File: config.mk
export PLATFORM = sky130hd
export DESIGN_NAME = srcs_update
export DESIGN_NICKNAME = d
export VERILOG_FILES = /design/src/sv/srcs_pkg.sv /design/src/sv/srcs_update.sv
export SDC_FILE = /design/constraint.sdc
export NUM_CORES = 1
export LEC_CHECK = 0
export BUFFER_PORTS_ARGS = -buffer_cell sky130_fd_sc_hd__buf_2
export CORE_AREA = 2 2 332 334
export DETAILED_ROUTE_END_ITERATION = 6
export DIE_AREA = 0 0 334 336
export PLACE_DENSITY = 0.41
export SYNTH_ARGS = -nofsm -noshare
export SYNTH_HDL_FRONTEND = slang
export SYNTH_SLANG_ARGS = --single-unit
File: constraint.sdc
create_clock -name vclk -period 3.56
set_input_delay 0.178 -clock vclk [all_inputs]
set_output_delay 0.178 -clock vclk [all_outputs]
set_load 0.02 [all_outputs]
File: src/sv/srcs_pkg.sv
// Package for the sensor range-check statistics table.
// Request, result and table entry types, codes and default sizes.
// No dependencies.
`timescale 1ns / 1ps

package srcs_pkg;

  localparam int CHANNELS_DEF = 16;
  localparam logic [31:0] MIN_INIT = 32'hFFFF_FFFF;

  typedef enum logic [1:0] {
    MODE_REG = 2'd0,
    MODE_VAL = 2'd1,
    MODE_RAW = 2'd2,
    MODE_BAD = 2'd3
  } mode_t;

  typedef enum logic [1:0] {
    STAT_OK      = 2'd0,
    STAT_FULL    = 2'd1,
    STAT_UNKNOWN = 2'd2,
    STAT_RANGE   = 2'd3
  } status_t;

  typedef enum logic {
    S_IDLE,
    S_CALC
  } state_t;

  typedef struct packed {
    logic [1:0]  mode;
    logic [3:0]  channel;
    logic [31:0] sample;
    logic [31:0] bound_low;
    logic [31:0] bound_high;
  } in_t;

  typedef struct packed {
    logic [1:0]  status;
    logic [3:0]  index_out;
    logic [31:0] value_out;
    logic [31:0] count_out;
    logic [63:0] sum_out;
    logic [31:0] min_out;
    logic [31:0] max_out;
    logic [31:0] fault_count_out;
    logic        valid_out;
  } out_t;

  typedef struct packed {
    logic [31:0] bound_low;
    logic [31:0] bound_high;
    logic [31:0] count;
    logic [63:0] sum;
    logic [31:0] min;
    logic [31:0] max;
    logic [31:0] fault;
    logic        valid;
  } entry_t;

endpackage

File: src/sv/srcs_update.sv
// Entry update logic: checks a request against the table fill and the
// stored entry, builds the written-back entry and the result.
// Depends on srcs_pkg.
`timescale 1ns / 1ps

module srcs_update #(
  parameter int CHANNELS = srcs_pkg::CHANNELS_DEF,
  localparam int CW = $clog2(CHANNELS + 1),
  localparam int XW = (CW > 4) ? CW : 4
) (
  input  srcs_pkg::in_t    req,
  input  logic [CW-1:0]    used,
  input  srcs_pkg::entry_t entry,
  output logic             wr_en,
  output logic             used_inc,
  output srcs_pkg::entry_t wr_entry,
  output srcs_pkg::out_t   res
);

  logic unknown;
  logic full;
  logic oor;

  always_comb begin
    full    = (used >= CW'(CHANNELS));
    unknown = (req.mode == srcs_pkg::MODE_BAD) || (XW'(req.channel) >= XW'(used));
    oor     = (req.sample < entry.bound_low) || (req.sample > entry.bound_high);

    wr_en    = 1'b0;
    used_inc = 1'b0;
    wr_entry = entry;
    res      = '0;

    if (req.mode == srcs_pkg::MODE_REG) begin
      if (full) begin
        res.status = srcs_pkg::STAT_FULL;
      end else begin
        wr_en               = 1'b1;
        used_inc            = 1'b1;
        wr_entry.bound_low  = req.bound_low;
        wr_entry.bound_high = req.bound_high;
        wr_entry.count      = '0;
        wr_entry.sum        = '0;
        wr_entry.min        = srcs_pkg::MIN_INIT;
        wr_entry.max        = '0;
        wr_entry.fault      = '0;
        wr_entry.valid      = 1'b1;
        res.status          = srcs_pkg::STAT_OK;
        res.index_out       = 4'(used);
      end
    end else if (unknown) begin
      res.status    = srcs_pkg::STAT_UNKNOWN;
      res.index_out = req.channel;
    end else begin
      wr_en          = 1'b1;
      wr_entry.count = entry.count + 32'd1;
      wr_entry.sum   = entry.sum + {32'd0, req.sample};
      if (req.sample < entry.min) wr_entry.min = req.sample;
      if (req.sample > entry.max) wr_entry.max = req.sample;
      res.status    = srcs_pkg::STAT_OK;
      res.index_out = req.channel;
      res.value_out = req.sample;
      if (req.mode == srcs_pkg::MODE_VAL) begin
        if (oor) begin
          wr_entry.fault = entry.fault + 32'd1;
          wr_entry.valid = 1'b0;
          res.status     = srcs_pkg::STAT_RANGE;
          res.value_out  = '0;
        end else begin
          wr_entry.valid = 1'b1;
        end
      end
    end

    if (wr_en) begin
      res.count_out       = wr_entry.count;
      res.sum_out         = wr_entry.sum;
      res.min_out         = wr_entry.min;
      res.max_out         = wr_entry.max;
      res.fault_count_out = wr_entry.fault;
      res.valid_out       = wr_entry.valid;
    end
  end

endmodule

==> reports/summary.txt <==
Syn_area_per_cell -> 6.55 µm²
Yosys cell types -> 76
Levels on crit path -> 16
Post-synth top area share -> 0.175
GPL Wtd Cong -> 0.912
Crit Path Class -> in2out
Top cells by area, synth -> ha_1 17%, nand2_1 8.2%, mux2i_1 7.4%
Post-synthesis compound-gate area fraction -> 0.355
Post-synthesis mux area share -> 0.0752
Sequential element share of the synthesized area -> 0
Bufs and invs on worst path -> 7
Area leader, netlist -> ha_1
Synthesized instance count -> 1790
Routed wire length -> 102000 µm
Crit path max-delay family -> buffers and inverters
Synth Area in Simple Gates -> 0.282
Main combinational cell family by area after synthesis -> compound AO/OA/AOI/OAI gates
Crit path largest cell delay -> 0.44 ns
Dpl cell area -> 18800 µm²
Layout cells sized above 1 -> 0.414
DPL Wire Length -> 88900 µm
Starting Density -> 0.108
Post-route minimum period -> 3.39 ns
Seq cells -> 0
Area of the mapped netlist -> 11700 µm²
FMAX -> 295 MHz
Hold buffers post-CTS -> 0
Die Wd -> 334 µm
Drt wl/cell -> 24.8 µm
Post-route cell area -> 19000 µm²
Slew of the pin with the lowest slew margin -> 0.808 ns
Synthesized Nets -> 2319
Min-delay worst type -> in2out
Crit end category -> output port
Commonest non-fill, non-tap cell in the layout -> buf_2
Setup Buffers After CTS -> 0
Setup TNS -> 0 ns
MaxCap Viol Count -> 0
Vias in the first global route -> 16769
Synth Area in XOR/XNOR -> 0.0217
Area grow syn2layout -> 62.0%
GRT Overall Usage -> 0.169
CP max FO -> 13
Initial antenna violation count -> 17
Die area -> 112000 µm²
Finished Core Util -> 0.175
Max-slew headroom -> 0.460
IO Pins -> 854
Crit-path slowest cell -> or3_1
Initial detailed-routing violation count -> 1010
Drc violations -> 0
Vias/cell -> 4.29
Status -> complete, no violations
Storage cell area -> 0 µm²
Router iterations before antenna repair -> 7
Num rows -> 121
Max Slew Vio Count -> 0
Die Ht -> 336 µm
Largest net degree at the start of global routing -> 123
Vias -> 17618
CP arrival -> 3.22 ns
First-pass GRT wire length -> 134000 µm
Multi-input gate area -> 10900 µm²
Final setup fails -> 0
# clk buffers -> 0
Grt ovf -> 0
Setup crit start kind -> primary input
Critical Path RT -> 3.38 ns
Port Buffers -> 854
Fin nets -> 3217
Final Hold Vio Count -> 0
Hold path depth -> 4
Adder-cell share of the synthesized area -> 0.177
Most frequent cells in the layout -> 849 x buf_2, 254 x nand2_1, 160 x ha_1
DRT antenna net count -> 0
Synthesis Warnings -> 0
CP cell instances -> clkbuf_4, buf_4, inv_1, ha_1, nand2_1, nor3_1, buf_4, and3_1, a31oi_1, o31a_1, buf_12, o21ai_2, buf_12, or3_1, mux2i_1, buf_2
Fin crit share -> 0.954
Filler instances -> 12671
Core Box Area -> 108000 µm²
==> per-stage QoR <==
stage                     hold slack, ns  setup WS (ns)  instances
after floorplan                    0.443          0.590       1790
after global placement             0.674         -0.298       4100
after detailed placement           0.678         -0.251       4100
after CTS                          0.678        0.00607       4100
after global routing               0.701       -0.00346       4102
final                              0.680          0.165       4106
==> synth_stat cells (5+ instances only) <==
master,count
ha_1,164
nor4_1,5
nand2b_1,12
or2_2,13
o211ai_1,45
nand2_1,256
o221a_2,32
a211oi_1,10
buf_2,14
nor3_2,5
a21o_1,56
nor2_1,73
nor2b_1,9
a31oi_1,5
or3_1,18
o22a_1,33
mux2i_1,87
xor2_1,12
and3_1,17
o31ai_1,36
a21oi_1,86
nand3_1,55
a22o_1,70
and4_1,7
o21a_1,7
nor3_1,28
and2_1,66
a41oi_1,5
inv_1,158
o21ai_0,160
o21bai_1,11
nand4_1,47
xnor2_1,17
buf_1,8
clkbuf_1,85
nor4_4,7
==> what timing repair did <==
item / CTS / global route
pin swaps: 0 / 7
resized for setup: 4 / 25
endpoints found under the setup margin: 62 / 82
==> cells by family (layout without fill, tap and decap cells) <==
| logic type | count (synthesis) | count (layout) |
|---|---|---|
| buf+inv | 272 | 1168 |
| mux | 88 | 88 |
| xor+xnor | 29 | 29 |
| simple gates | 640 | 640 |
| compound gates | 596 | 596 |
| fa+ha+maj | 165 | 165 |
| other cells | 0 | 6 |
==> metal layers <==
layer | routed length, µm | track usage | vias up
met3 | 5470 | 0.0212 | 75
met1 | 45500 | 0.224 | 8446
li1 | - | - | 8406
met5 | 57 | 0 | -
met2 | 48700 | 0.297 | 683
met4 | 1970 | 0.0252 | 8
==> final cells by class <==
class,instances,area share
Multi-Input combinational cell,1518,0.574
Tap cell,1414,0.0931
Antenna cell,6,0.000790
Timing Repair Buffer,1007,0.300
Inverter,161,0.0319
==> worst paths after layout <==
path | end | from | slack, ns
setup / recovery | res[3] | req[64] | 0.17
hold / removal | wr_entry[254] | req[61] | 0.68
==> tightest hold or removal path, cell delays in order <==
cell and delay [ns]:
buf_2 0.07, nand2_1 0.03, o21ai_0 0.06, buf_2 0.16
